### config.mk
export PLATFORM = sky130hd
export DESIGN_NAME = ic3_kernel
export DESIGN_NICKNAME = d
export VERILOG_FILES = /design/src/hw/rtl/ic3_pkg.sv /design/src/hw/rtl/ic3_kernel.sv
export SDC_FILE = /design/constraint.sdc
export NUM_CORES = 1
export LEC_CHECK = 0
export BUFFER_PORTS_ARGS = -buffer_cell sky130_fd_sc_hd__buf_2
export CAP_MARGIN = 40
export CORE_MARGIN = 4
export CORE_UTILIZATION = 61
export DETAILED_ROUTE_END_ITERATION = 8
export PLACE_DENSITY_LB_ADDON = 0.12
export SLEW_MARGIN = 20
export SYNTH_ARGS = -nofsm -noshare
export SYNTH_HDL_FRONTEND = slang
export SYNTH_SLANG_ARGS = --single-unit
### constraint.sdc
create_clock -name vclk -period 6.79
set_input_delay 0.679 -clock vclk [all_inputs]
set_output_delay 0.679 -clock vclk [all_outputs]
set_load 0.02 [all_outputs]
### src/hw/rtl/ic3_pkg.sv
// Shared types and constants for the 3x3 streaming convolution block.
// Used by the top level, ic3_ctrl, ic3_kernel and the testbench; depends on nothing.
`default_nettype none

package ic3_pkg;

  localparam int PIXEL_W      = 8;
  localparam int CFG_DATA_W   = 13;
  localparam int CFG_INDEX_W  = 2;
  localparam int WIDTH_RESET  = 640;
  localparam int HEIGHT_RESET = 480;
  localparam int DIM_MIN      = 3;

  localparam logic [PIXEL_W-1:0] PIXEL_MAX = 8'd255;

  localparam logic OP_PIXEL = 1'b0;
  localparam logic OP_FLUSH = 1'b1;

  typedef logic [PIXEL_W-1:0] pixel_t;

  // window[row][col], row 0 oldest line, col 0 oldest column
  typedef logic [2:0][2:0][PIXEL_W-1:0] window_t;

  typedef enum logic [CFG_INDEX_W-1:0] {
    CFG_IMAGE_WIDTH  = 2'd0,
    CFG_IMAGE_HEIGHT = 2'd1,
    CFG_FILTER_MODE  = 2'd2
  } cfg_index_t;

  typedef enum logic [1:0] {
    MODE_SOBEL_TOP = 2'd0,
    MODE_BLUR      = 2'd1,
    MODE_SHARPEN   = 2'd2,
    MODE_IDENTITY  = 2'd3
  } filter_mode_t;

  typedef struct packed {
    logic shift;
    logic emit;
    logic interior;
    logic last;
    logic bank;
  } item_ctrl_t;

endpackage

`default_nettype wire

### src/hw/rtl/ic3_kernel.sv
// Applies the selected 3x3 kernel to the window, then magnitude and saturation.
// Depends on ic3_pkg.
`default_nettype none

module ic3_kernel (
  input  wire ic3_pkg::window_t      win,
  input  wire ic3_pkg::filter_mode_t mode,
  output ic3_pkg::pixel_t            value
);

  import ic3_pkg::*;

  logic signed [12:0] q [3][3];
  logic signed [12:0] top_sum;
  logic signed [12:0] mid_sum;
  logic signed [12:0] bot_sum;
  logic signed [12:0] blur_sum;
  logic signed [12:0] s;
  logic        [12:0] mag;

  always_comb begin
    for (int r = 0; r < 3; r++) begin
      for (int c = 0; c < 3; c++) begin
        q[r][c] = {5'b0, win[r][c]};
      end
    end
    top_sum  = q[0][0] + (q[0][1] <<< 1) + q[0][2];
    mid_sum  = (q[1][0] <<< 1) + (q[1][1] <<< 2) + (q[1][2] <<< 1);
    bot_sum  = q[2][0] + (q[2][1] <<< 1) + q[2][2];
    blur_sum = top_sum + mid_sum + bot_sum;
    case (mode)
      MODE_SOBEL_TOP: s = top_sum - bot_sum;
      MODE_BLUR:      s = blur_sum >>> 4;
      MODE_SHARPEN:   s = (q[1][1] <<< 2) + q[1][1] - q[0][1] - q[1][0] - q[1][2] - q[2][1];
      default:        s = q[1][1];
    endcase
    mag   = s[12] ? 13'(-s) : 13'(s);
    value = (mag > 13'(PIXEL_MAX)) ? PIXEL_MAX : mag[7:0];
  end

endmodule

`default_nettype wire

==> impl_metrics.env, run 1 <==
export IMPL_fillers=564
export IMPL_routed_wl_mm=13.1
export IMPL_power_switching_mw=1.59
export IMPL_switching_share_pct=55.4
export IMPL_maxSlewViolCount=0
export IMPL_dr_pass1_iters=5
export IMPL_power_leakage_nw=2.84
export IMPL_multi_input_area_um2=4450
export IMPL_pwr_share_seq_pct=0
export IMPL_syn_inst=574
export IMPL_cp_required_ns=6.11
export IMPL_seqCellArea_um2=0
export IMPL_worstPathMaxFanout=8
export IMPL_pwr_share_clk_pct=0
export IMPL_antenna_found_initial=0
export IMPL_syn_nets=778
export IMPL_ir_drop_mv=0.358
export IMPL_ys_types=72
export IMPL_status="finished with violations"
export IMPL_drive_gt1_share_pct=25.1
export IMPL_ys_seq_area_share_pct=0
export IMPL_hold_class="in -> out"
export IMPL_antenna_cells=0
export IMPL_cap_violations=0
export IMPL_dp_cells=770
export IMPL_syn_cell_area_um2=4730
export IMPL_seq_cells=0
export IMPL_comb_power_share_pct=100.0
export IMPL_cp_common_cell="inv_2"
export IMPL_grtUsageTotal_pct=29.3
export IMPL_die_area_um2=9220
export IMPL_power_density_nw_per_um2=501
export IMPL_critPathCaptureType="output pin"
export IMPL_ioPinCount=82
export IMPL_cp_slowest_cell="fa_1"
export IMPL_finalCriticalPeriod_ns=6.99
export IMPL_grt_max_degree=24
export IMPL_grt_ovfl_total=0
export IMPL_die_x_um=96.0
export IMPL_rsz0062_at_grt="yes"
export IMPL_crit_family="adder cells"
export IMPL_worst_slew_pin_slew_ns=0.511
export IMPL_syn_mean_instance_area_um2=8.23
export IMPL_setup_slack_ns=-0.197
export IMPL_nClkBuffers=0
export IMPL_final_common_cell="inv_1"
export IMPL_min_period_over_period_pct=103
export IMPL_ys_warn_count=0
export IMPL_violations="negative setup slack"
export IMPL_die_y_um=96.0
export IMPL_start_kind="primary input"
export IMPL_cp_data_arrival_time_ns=6.31
export IMPL_start_util_pct=63.8
export IMPL_fmax_mhz=143
export IMPL_whs_ns=1.98
export IMPL_hold_buffers=0
export IMPL_final_cell_mix="106 x inv_1, 74 x buf_2, 62 x ha_1, 61 x fa_1, 36 x buf_4"
export IMPL_core_area_um2=7410
export IMPL_numPortBuffers=82
export IMPL_first_iter_violations=263
export IMPL_finalSetupViolCount=8
export IMPL_drcViolationCount=0
export IMPL_rows=31
export IMPL_crit_buf_inv=11
export IMPL_grt_pass1_vias=4746
export IMPL_critical_path_class="in -> out"
export IMPL_area_growth_pct=20.8
export IMPL_hold_viol=0
export IMPL_place_hpwl_mm=11.2
export IMPL_num_nets_final=886
export IMPL_drtAntennaViolNets=0
export IMPL_p_int_mw=1.28
export IMPL_fin_cells=779
export IMPL_post_drt_via_cell_ratio=5.81
export IMPL_grt_pass1_wl_mm=21.4
export IMPL_relSlewSlack_pct=65.9
export IMPL_max_stage_delay_ns=0.52
export IMPL_num_vias=4527
export IMPL_post_drt_wl_per_cell_um=16.9
export IMPL_place_gp_congestion=0.990
-- Yosys cell counts, types with 4 or more instances --
cell type	count	area (µm²)
o21a_1	8	60.1
a21o_1	17	128
nor2_1	30	113
nand2_1	23	86.3
a21oi_1	36	180
mux2i_1	6	60.1
or3_1	8	50.1
nor3b_1	4	30.0
nand3_1	15	75.1
o21ai_0	16	80.1
clkbuf_1	6	22.5
ha_1	68	851
nand4_1	4	25.0
xor2_1	13	114
and3_1	5	31.3
a31oi_1	4	25.0
xnor2_1	23	201
nor2b_1	9	56.3
nand2b_1	7	43.8
o21bai_1	6	45.0
nor3_1	17	85.1
fa_1	62	1240
o2111ai_1	7	61.3
inv_1	113	424
-- tightest hold or removal path, stage by stage --
cell and delay, ns:
buf_2 0.21, nor2_1 0.14, nor2_1 0.06, nand3_1 0.07, buf_4 0.13
-- power groups by stage --
| stage | combinational [mW] | clock (mW) | sequential (mW) |
|---|---|---|---|
| finish | 2.86 | 0 | 0 |
| global route | 3.14 | 0 | 0 |
| CTS | 2.61 | 0 | 0 |
| detailed placement | 2.44 | 0 | 0 |
| global placement | 2.36 | 0 | 0 |
| floorplan | 1.82 | 0 | 0 |
-- final timing paths --
| path | startpoint | end | cells past startpoint |
|---|---|---|---|
| worst max-delay path | win[1] | value[1] | 32 |
| worst min-delay path | mode[1] | value[0] | 5 |
-- layer usage --
| metal | share of wire, % | wire length, µm | up-vias | track usage [%] |
|---|---|---|---|---|
| met5 | 0 | 0 | - | 0 |
| met1 | 40 | 5230 | 2113 | 35.9 |
| met4 | 3.6 | 471 | 0 | 9.72 |
| li1 | - | - | 2190 | - |
| met3 | 5.6 | 739 | 40 | 1.88 |
| met2 | 51 | 6700 | 184 | 53.9 |
-- cell type report --
type / instances / share of cell area [%]
Multi-Input combinational cell: 451 / 78.0
Timing Repair Buffer: 116 / 12.4
Inverter: 113 / 7.43
Tap cell: 99 / 2.17
-- timing repair --
action | 4_1_cts | 5_1_grt
buffers inserted | 4 | 5
setup endpoints to repair | 8 | 8
gates resized for setup | 17 | 33
pin swaps | 16 | 22
-- stage by stage --
stage	worst slack (ns)	setup TNS (ns)	power (mW)	cell area (µm²)	utilization (%)
2_1_floorplan	0.244	0	1.82	4730	-
3_3_place_gp	-0.0781	-0.330	2.36	5400	72.9
3_5_place_dp	-0.243	-1.52	2.44	5400	72.9
4_1_cts	0.0347	0	2.61	5540	74.8
5_1_grt	-0.462	-3.54	3.14	5710	77.1
6_report	-0.197	-1.37	2.86	5710	77.1
-- kinds of logic (layout without fill, tap and decap cells) --
kind of cell	count (synthesis)	after routing	synth area share, %
adders and majority gates	130	130	44.3
xor gates and xnor gates	37	37	7.25
AOI/OAI and AO/OA	140	140	21.7
buffers and inverters	123	229	10.0
and+or+nand+nor	137	137	15.3
muxes	7	7	1.51
No activity file was read; power rests on OpenSTA's default activity.
==> run 2, diff against run 1 <==
Settings changed: ABC_AREA set to 1, CELL_PAD_IN_SITES_DETAIL_PLACEMENT set to 0, CELL_PAD_IN_SITES_GLOBAL_PLACEMENT set to 1, CORE_UTILIZATION 61 to 43.
==> impl_metrics.env, run 2 <==
export IMPL_post_drt_wl_per_cell_um=14.5
export IMPL_worst_slew_pin_slew_ns=0.359
export IMPL_post_drt_via_cell_ratio=4.89
export IMPL_status="finished clean"
export IMPL_syn_cell_area_um2=4820
export IMPL_antenna_found_initial=0
export IMPL_place_gp_congestion=0.911
export IMPL_min_period_over_period_pct=93.9
export IMPL_ys_seq_area_share_pct=0
export IMPL_fmax_mhz=157
export IMPL_first_iter_violations=263
export IMPL_critical_path_class="in -> out"
export IMPL_cp_common_cell="nor2_1"
export IMPL_drive_gt1_share_pct=16.2
export IMPL_finalSetupViolCount=0
export IMPL_seqCellArea_um2=0
export IMPL_ys_types=29
export IMPL_grt_ovfl_total=0
export IMPL_ioPinCount=82
export IMPL_syn_inst=726
export IMPL_critPathLaunch="win[56]"
export IMPL_grt_pass1_vias=4730
export IMPL_yosysTopAreaCell="fa_1"
export IMPL_die_y_um=114
export IMPL_syn_nets=930
export IMPL_ys_warn_count=0
export IMPL_start_kind="primary input"
export IMPL_synth_most_common_cell="inv_1"
export IMPL_power_density_nw_per_um2=438
export IMPL_maxSlewViolCount=0
export IMPL_drcViolationCount=0
export IMPL_yosysTopAreaCellShare_pct=25.8
export IMPL_syn_mean_instance_area_um2=6.64
export IMPL_nClkBuffers=0
export IMPL_ir_drop_mv=0.236
export IMPL_fin_util_pct=51.0
export IMPL_synth_area_leaders="fa_1 26%, ha_1 18%, inv_1 14%"
export IMPL_start_util_pct=44.3
export IMPL_rows=38
export IMPL_seq_cells=0
export IMPL_die_x_um=114
export IMPL_grt_pass1_wl_mm=23.0
export IMPL_critPathCaptureType="output pin"
export IMPL_cp_required_ns=6.11
export IMPL_cp_slowest_cell="fa_1"
export IMPL_core_area_um2=10900
export IMPL_crit_end="value[5]"
export IMPL_power_mw=2.43
export IMPL_drtAntennaViolNets=0
export IMPL_grtUsageTotal_pct=21.9
export IMPL_power_leakage_nw=3.24
export IMPL_final_cell_mix="181 x inv_1, 163 x nand2_1, 82 x buf_2, 64 x ha_1, 62 x nand3_1"
export IMPL_cp_data_arrival_time_ns=5.70
export IMPL_die_area_um2=13000
export IMPL_max_stage_delay_ns=0.52
export IMPL_area_growth_pct=15.3
export IMPL_whs_ns=1.84
export IMPL_relSlewSlack_pct=76.0
export IMPL_num_vias=4675
export IMPL_rsz0062_at_grt="no"
export IMPL_cap_violations=0
export IMPL_place_hpwl_mm=12.8
export IMPL_worstPathMaxFanout=8
export IMPL_antenna_cells=0
export IMPL_num_nets_final=1022
export IMPL_hold_viol=0
export IMPL_routed_wl_mm=13.9
export IMPL_final_common_cell="inv_1"
export IMPL_numPortBuffers=82
export IMPL_synth_common_cells="181 x inv_1, 164 x nand2_1, 68 x ha_1"
export IMPL_finalCriticalPeriod_ns=6.38
export IMPL_setup_tns_ns=0
export IMPL_dr_pass1_iters=4
export IMPL_hold_class="in -> out"
export IMPL_grt_max_degree=11
[run 2: layout make-up]
cell class	instances	area [µm²]
Fill cell	1154	5330
Timing Repair Buffer	90	470
Tap cell	140	175
Multi-Input combinational cell	539	4210
Inverter	187	702
[run 2: repair_timing]
action	CTS	global route
endpoints found under the hold margin	0	0
gates resized for setup	0	24
hold buffers	0	0
endpoints found under the setup margin	0	8
buffers inserted	0	1
[run 2: power breakdown]
group / total [mW] / internal (mW) / switching [mW]
Sequential: 0 / 0 / 0
Clock: 0 / 0 / 0
Combinational: 2.43 / 0.931 / 1.50
[run 2: critical path, delay by kind of cell]
kind                       cells  cell delay [ns]
AOI/OAI and AO/OA              8             1.17
buffers and inverters          5             0.55
and+or+nand+nor                9             0.84
adders and majority gates      7             2.48
[run 2: how the worst min path moves through the flow]
stage,startpoint,endpoint,depth (start not counted)
after floorplan,win[32],value[0],2
after global placement,win[32],value[0],4
after detailed placement,win[32],value[0],4
after CTS,win[32],value[0],4
after global routing,win[32],value[0],4
final,win[32],value[0],4
[run 2: kinds of logic after synthesis]
group | after synthesis | synth area share, %
xor+xnor | 26 | 4.73
simple gates | 315 | 29.2
fa+ha+maj | 130 | 43.4
compound gates | 68 | 8.08
buf+inv | 187 | 14.6
[run 2: layer usage]
layer	up-vias	share of wire (%)	track usage (%)	wire length, µm
li1	2427	-	-	-
met1	2139	47	30.8	6490
met2	103	48	39.1	6610
met3	6	4.6	0.902	644
met4	0	0.87	1.50	120
met5	-	0	0	0
[run 2: through the flow]
step	setup WS, ns	std cells	cell area, µm²
floorplan	0.685	726	4820
global route	0.000785	956	5560
CTS	0.0752	955	5460
finish	0.414	956	5560
detailed placement	0.119	955	5460
global placement	0.246	955	5460
