--- src/hw/rtl/ic3_pkg.sv ---
// Shared types and constants for the 3x3 streaming convolution block.
// Used by the top level, ic3_ctrl, ic3_kernel and the testbench; depends on nothing.
`default_nettype none

package ic3_pkg;

  localparam int PIXEL_W      = 8;
  localparam int CFG_DATA_W   = 13;
  localparam int CFG_INDEX_W  = 2;
  localparam int WIDTH_RESET  = 640;
  localparam int HEIGHT_RESET = 480;
  localparam int DIM_MIN      = 3;

  localparam logic [PIXEL_W-1:0] PIXEL_MAX = 8'd255;

  localparam logic OP_PIXEL = 1'b0;
  localparam logic OP_FLUSH = 1'b1;

  typedef logic [PIXEL_W-1:0] pixel_t;

  // window[row][col], row 0 oldest line, col 0 oldest column
  typedef logic [2:0][2:0][PIXEL_W-1:0] window_t;

  typedef enum logic [CFG_INDEX_W-1:0] {
    CFG_IMAGE_WIDTH  = 2'd0,
    CFG_IMAGE_HEIGHT = 2'd1,
    CFG_FILTER_MODE  = 2'd2
  } cfg_index_t;

  typedef enum logic [1:0] {
    MODE_SOBEL_TOP = 2'd0,
    MODE_BLUR      = 2'd1,
    MODE_SHARPEN   = 2'd2,
    MODE_IDENTITY  = 2'd3
  } filter_mode_t;

  typedef struct packed {
    logic shift;
    logic emit;
    logic interior;
    logic last;
    logic bank;
  } item_ctrl_t;

endpackage

`default_nettype wire

--- src/hw/rtl/ic3_ctrl.sv ---
// Configuration registers, raster counters and line store addressing.
// Decodes each request into an item control word. Depends on ic3_pkg.
`default_nettype none

module ic3_ctrl #(
  parameter int MAX_WIDTH  = 4096,
  parameter int MAX_HEIGHT = 4096
) (
  input  wire logic                                 clk,
  input  wire logic                                 rst,
  input  wire logic                                 cfg_wr_en,
  input  wire logic [ic3_pkg::CFG_INDEX_W-1:0]      cfg_index,
  input  wire logic [ic3_pkg::CFG_DATA_W-1:0]       cfg_data,
  input  wire logic                                 take,
  input  wire logic                                 operation,
  output ic3_pkg::item_ctrl_t                       item,
  output ic3_pkg::filter_mode_t                     mode,
  output logic      [$clog2(MAX_WIDTH)-1:0]         ram_addr,
  output logic      [1:0]                           bank_wr
);

  import ic3_pkg::*;

  localparam int AW      = $clog2(MAX_WIDTH);
  localparam int WW      = $clog2(MAX_WIDTH + 1);
  localparam int HW      = $clog2(MAX_HEIGHT + 1);
  localparam int CW      = $clog2(MAX_WIDTH * MAX_HEIGHT + 1);
  localparam int RESET_W = (WIDTH_RESET > MAX_WIDTH) ? MAX_WIDTH : WIDTH_RESET;
  localparam int RESET_H = (HEIGHT_RESET > MAX_HEIGHT) ? MAX_HEIGHT : HEIGHT_RESET;
  localparam int RESET_T = RESET_W * RESET_H;

  logic [WW-1:0] width_eff;
  logic [HW-1:0] height_eff;
  logic [CW-1:0] total;
  logic [WW-1:0] width_next;
  logic [HW-1:0] height_next;
  logic [CW-1:0] total_next;
  logic [31:0]   w_sel;
  logic [31:0]   h_sel;
  logic [31:0]   w_clamp;
  logic [31:0]   h_clamp;

  logic [AW-1:0] in_column;
  logic [HW-1:0] in_row;
  logic [CW-1:0] out_count;
  logic [AW-1:0] in_column_next;
  logic [HW-1:0] in_row_next;
  logic [CW-1:0] out_count_next;

  logic          complete;
  logic          pixel;
  logic          ready;
  logic          last;
  logic [WW-1:0] col_ext;
  logic [WW-1:0] col_inc;
  logic [CW:0]   count_inc;

  always_comb begin
    w_sel = (cfg_index == CFG_IMAGE_WIDTH) ? 32'(cfg_data) : 32'(width_eff);
    h_sel = (cfg_index == CFG_IMAGE_HEIGHT) ? 32'(cfg_data) : 32'(height_eff);
    if (w_sel < 32'(DIM_MIN)) begin
      w_clamp = 32'(DIM_MIN);
    end else if (w_sel > 32'(MAX_WIDTH)) begin
      w_clamp = 32'(MAX_WIDTH);
    end else begin
      w_clamp = w_sel;
    end
    if (h_sel < 32'(DIM_MIN)) begin
      h_clamp = 32'(DIM_MIN);
    end else if (h_sel > 32'(MAX_HEIGHT)) begin
      h_clamp = 32'(MAX_HEIGHT);
    end else begin
      h_clamp = h_sel;
    end
    width_next  = WW'(w_clamp);
    height_next = HW'(h_clamp);
    total_next  = CW'(width_next) * CW'(height_next);
  end

  always_ff @(posedge clk) begin
    if (rst) begin
      width_eff  <= WW'(RESET_W);
      height_eff <= HW'(RESET_H);
      total      <= CW'(RESET_T);
      mode       <= MODE_IDENTITY;
    end else if (cfg_wr_en) begin
      width_eff  <= width_next;
      height_eff <= height_next;
      total      <= total_next;
      if (cfg_index == CFG_FILTER_MODE) begin
        mode <= filter_mode_t'(cfg_data[1:0]);
      end
    end
  end

  always_comb begin
    complete  = in_row >= height_eff;
    pixel     = (operation == OP_PIXEL) && !complete;
    col_ext   = WW'(in_column);
    col_inc   = col_ext + WW'(1);
    ready     = (in_row >= HW'(2)) || ((in_row == HW'(1)) && (in_column != '0));
    count_inc = (CW + 1)'(out_count) + (CW + 1)'(1);
    last      = count_inc >= (CW + 1)'(total);

    item.shift    = pixel;
    item.emit     = complete || (pixel && ready);
    item.interior = (in_row >= HW'(2)) && (in_column >= AW'(2)) && (col_ext < width_eff);
    item.last     = last;
    item.bank     = in_row[0];

    ram_addr   = in_column;
    bank_wr[0] = take && pixel && !in_row[0];
    bank_wr[1] = take && pixel && in_row[0];

    in_column_next = in_column;
    in_row_next    = in_row;
    out_count_next = out_count;
    if (pixel) begin
      if (col_inc >= width_eff) begin
        in_column_next = '0;
        in_row_next    = in_row + HW'(1);
      end else begin
        in_column_next = AW'(col_inc);
      end
    end
    if (item.emit) begin
      if (last) begin
        in_column_next = '0;
        in_row_next    = '0;
        out_count_next = '0;
      end else begin
        out_count_next = CW'(count_inc);
      end
    end
  end

  always_ff @(posedge clk) begin
    if (rst) begin
      in_column <= '0;
      in_row    <= '0;
      out_count <= '0;
    end else if (take) begin
      in_column <= in_column_next;
      in_row    <= in_row_next;
      out_count <= out_count_next;
    end
  end

endmodule

`default_nettype wire

--- config.mk ---
export PLATFORM = sky130hd
export DESIGN_NAME = ic3_ctrl
export DESIGN_NICKNAME = d
export VERILOG_FILES = /design/src/hw/rtl/ic3_pkg.sv /design/src/hw/rtl/ic3_ctrl.sv
export SDC_FILE = /design/constraint.sdc
export NUM_CORES = 1
export LEC_CHECK = 0
export BUFFER_PORTS_ARGS = -buffer_cell sky130_fd_sc_hd__buf_2
export CORE_MARGIN = 3
export CORE_UTILIZATION = 50
export CTS_CLUSTER_DIAMETER = 200
export DETAILED_ROUTE_END_ITERATION = 8
export PLACE_DENSITY = 0.78
export SYNTH_ARGS = -nofsm -noshare
export SYNTH_HDL_FRONTEND = slang
export SYNTH_SLANG_ARGS = --single-unit
--- constraint.sdc ---
create_clock -name clk -period 10.2 [get_ports clk]
set_input_delay 0.51 -clock clk [delete_from_list [all_inputs] [get_ports clk]]
set_output_delay 0.51 -clock clk [all_outputs]
set_load 0.02 [all_outputs]
==> metrics.txt <==
result of the run finished, final reports clean; worst path arrival time around 8.4 ns; pin count of the biggest net entering global routing 75; clock tree skew after final layout approximately 0.013 ns; final-report hold violation count 0; Bufs and invs on worst path 5; Synthesis Warnings 0; maximum count of clock buffers along a single path 2; post-detailed-route wirelength per cell around 18 µm; post-detailed-placement half-perimeter wirelength 26.7 mm; Final ANT Viol Nets 0; buffer cell driving the clock tree root sky130_fd_sc_hd__clkbuf_16; gr usage total 26.0%; layout-stage area growth over the synthesis result 5.58%; antenna violations before repair 0; worst setup path startpoint cfg_index[0]; Initial Utilization between 50% and 60%; area share of the largest cell type after synthesis between 10% and 20%; most instantiated flip-flop cell in the synthesis netlist sky130_fd_sc_hd__dfxtp_1; synthesized netlist net count ~1800; total congestion overflow 0; Via-to-Cell Ratio roughly 5.8; Critical Path Slowest Stage Cell sky130_fd_sc_hd__nor2_1; fraction of final layout cells with drive strength greater than 1 6.44%; maximum fanout along the worst path 26; number of DRC markers in iteration 0 ~730; final period demand of the worst path between 8 and 9 ns; reg-to-reg endpoint total[23]; most common cell in the synthesized netlist sky130_fd_sc_hd__inv_1; total negative slack for setup checks 0 ns; vias in the first global route 10500; worst hold-check path type reg -> reg; total of hold buffers inserted after clock tree synthesis 0; fraction of registers with async set/reset 0%; Syn Std Cell Area 0.0124 mm²; Gates resized, CTS repair 0; clock slew seen by the registers of the worst setup and hold paths 0.07 ns; Final Routed Wirelength between 30 and 40 mm; number of library cell types mapped by synthesis 67; cell accounting for the most synthesized area sky130_fd_sc_hd__fa_1; # clock sinks around 100; number of flops mapped to enable cells by yosys 0; worst hold stages 2; net count of the finished layout approximately 1800; post-route clock period utilization 80.7%; width of the chip between 150 and 200 µm; Avg Cell Area, Syn between 8 and 9 µm²; number of rows in the core area 57; Die Area around 0.027 mm²; Max Slew Vio Count 0; HP Start total[0]; utilization of the core after routing ~54%; setup repair after global routing missed its margin no; Hold Crit Endpoint total[0]; Leakage Power roughly 6.3 nW; Ant. Diodes 0; final RePlAce weighted congestion approximately 0.96; placeable core region 0.0244 mm²; count of buffers inserted at the top-level ports 40; number of buffers inserted during clock tree synthesis 9; peak ir drop on the vdd network roughly 74 µV; Max-cap violations 0; CP most frequent cell sky130_fd_sc_hd__fa_1; H-tree level count 3; flop and latch count out of synthesis 103; total iterations of the first detailed-routing run 5; worst-skew pair later-pin latency about 0.36 ns; total power consumption of the routed design between 0.001 and 0.0015 W; headroom to the max-slew limit between 20% and 30%; number of buffers added for setup after CTS 0; final number of setup-violating endpoints 0; CTS tree yes; sort of element at the start of the critical path primary input; highest clock frequency the design can meet around 120 MHz; total via count after detailed routing about 11000; top post-synthesis cells by count sky130_fd_sc_hd__inv_1 (228), sky130_fd_sc_hd__nor2_1 (189), sky130_fd_sc_hd__ha_1 (138), sky130_fd_sc_hd__nand2_1 (134), sky130_fd_sc_hd__fa_1 (120); Largest stage delay, worst path around 0.86 ns; instance count of the mapped netlist ~1500; worst flop-to-flop path startpoint height_eff[12]; class of the most critical setup path in -> reg; height of the die between 150 and 200 µm; Cell Pwr Density around 99 mW/mm²; number of remaining DRC errors 0; setup slack of the most critical reg-to-reg path around 2.3 ns; wire length of the first global-routing pass approximately 55 mm; proportion of synthesized chip area in sequential cells between 10% and 20%; critical path data required time between 10 and 15 ns; family with the most delay on the worst path adder cells; cell types occupying the most area after synthesis sky130_fd_sc_hd__fa_1 (19%), sky130_fd_sc_hd__dfxtp_1 (17%), sky130_fd_sc_hd__ha_1 (14%); reg2reg path depth 24; sort of element at the end of the critical path flip-flop; transition time at the pin with the least slew margin 1.17 ns; top-level I/O count between 40 and 50
-- registers in the layout (all words and copies together), names as in the netlist --
signal	count
mode	2
out_count	25
ram_addr	12
width_eff	13
total	25
height_eff	13
in_row	13
-- routing by layer --
| layer | track usage, % | wire [µm] |
|---|---|---|
| met3 | 2.71 | 1690 |
| met2 | 42.8 | 16100 |
| met5 | 0 | 0 |
| met4 | 9.34 | 1150 |
| met1 | 35.7 | 15200 |
-- worst max-delay path by stage --
stage / to / slack [ns] / cells past startpoint
floorplan: total[23] / 3.39 / 26
global placement: total[23] / 1.90 / 26
detailed placement: total[23] / 1.75 / 26
CTS: total[23] / 2.11 / 26
global route: total[23] / 1.57 / 26
finish: total[23] / 1.97 / 26
-- cells by family after synthesis --
family	count (synthesis)	synth area share [%]
compound gates	245	12.6
xor+xnor	54	3.81
fa+ha+maj	258	33.3
buf+inv	298	9.35
flops	103	16.6
mux	51	4.15
simple gates	528	20.2
-- layout by cell type, fill, tap and decap left out, types with 13 or more instances in the layout --
cell type / n
sky130_fd_sc_hd__ha_1: 138
sky130_fd_sc_hd__o211ai_1: 20
sky130_fd_sc_hd__nand4_1: 34
sky130_fd_sc_hd__fa_1: 120
sky130_fd_sc_hd__o31ai_1: 14
sky130_fd_sc_hd__inv_1: 228
sky130_fd_sc_hd__mux2i_1: 47
sky130_fd_sc_hd__a21o_1: 22
sky130_fd_sc_hd__or2_2: 15
sky130_fd_sc_hd__a211oi_1: 13
sky130_fd_sc_hd__a21oi_1: 87
sky130_fd_sc_hd__nor2_1: 189
sky130_fd_sc_hd__buf_2: 40
sky130_fd_sc_hd__nand3_1: 32
sky130_fd_sc_hd__xnor2_1: 28
sky130_fd_sc_hd__nor4_1: 14
sky130_fd_sc_hd__o21ai_0: 41
sky130_fd_sc_hd__and3_1: 23
sky130_fd_sc_hd__nor3_1: 19
sky130_fd_sc_hd__dfxtp_1: 103
sky130_fd_sc_hd__nand2_1: 134
sky130_fd_sc_hd__or3_1: 14
sky130_fd_sc_hd__xor2_1: 26
sky130_fd_sc_hd__buf_4: 15
-- final cells by class --
cell class | instances | area (µm²)
fillers | 2333 | 11300
multi-input cells | 1136 | 9190
flip-flops and latches | 103 | 2060
inverters | 229 | 860
well taps | 324 | 405
repair buffers | 55 | 313
clock buffers | 10 | 239
clock inverters | 5 | 35.0
-- report_power, final --
group | leakage, nW | switching (W) | internal, W | total [W]
clock network | 0.134 | 0.000161 | 0.000171 | 0.000332
logic | 5.30 | 0.000338 | 0.000189 | 0.000526
registers | 0.836 | 0.0000124 | 0.000422 | 0.000434
total | 6.27 | 0.000511 | 0.000782 | 0.00129
-- metrics by stage --
| step | area (µm²) | setup slack (ns) | hold slack, ns | std cells |
|---|---|---|---|---|
| 2_1_floorplan | 12400 | 3.39 | 0.446 | 1537 |
| 3_3_place_gp | 12800 | 1.90 | 0.452 | 1847 |
| 3_5_place_dp | 12800 | 1.75 | 0.468 | 1847 |
| 4_1_cts | 13100 | 2.11 | 0.484 | 1862 |
| 5_1_grt | 13100 | 1.57 | 0.501 | 1862 |
| 6_report | 13100 | 1.97 | 0.482 | 1862 |
-- worst register-to-register path, stage by stage, from the launching register on --
cell and delay (ns):
sky130_fd_sc_hd__dfxtp_1 0.32, sky130_fd_sc_hd__inv_1 0.09, sky130_fd_sc_hd__nor2_1 0.07, sky130_fd_sc_hd__a21oi_1 0.85, sky130_fd_sc_hd__o21a_1 0.22, sky130_fd_sc_hd__a21oi_1 0.15, sky130_fd_sc_hd__nor2_1 0.86, sky130_fd_sc_hd__nand2_1 0.18
sky130_fd_sc_hd__fa_1 0.55, sky130_fd_sc_hd__fa_1 0.52, sky130_fd_sc_hd__inv_1 0.05, sky130_fd_sc_hd__fa_1 0.46, sky130_fd_sc_hd__fa_1 0.54, sky130_fd_sc_hd__inv_1 0.06, sky130_fd_sc_hd__fa_1 0.54, sky130_fd_sc_hd__inv_1 0.05
sky130_fd_sc_hd__ha_1 0.36, sky130_fd_sc_hd__a21oi_1 0.28, sky130_fd_sc_hd__a21boi_0 0.15, sky130_fd_sc_hd__a311oi_1 0.35, sky130_fd_sc_hd__o21bai_1 0.21, sky130_fd_sc_hd__a221oi_1 0.45, sky130_fd_sc_hd__o21ai_0 0.20, sky130_fd_sc_hd__xnor2_1 0.16
sky130_fd_sc_hd__o22ai_1 0.10
Note: power is estimated with default switching activity, not from simulation.
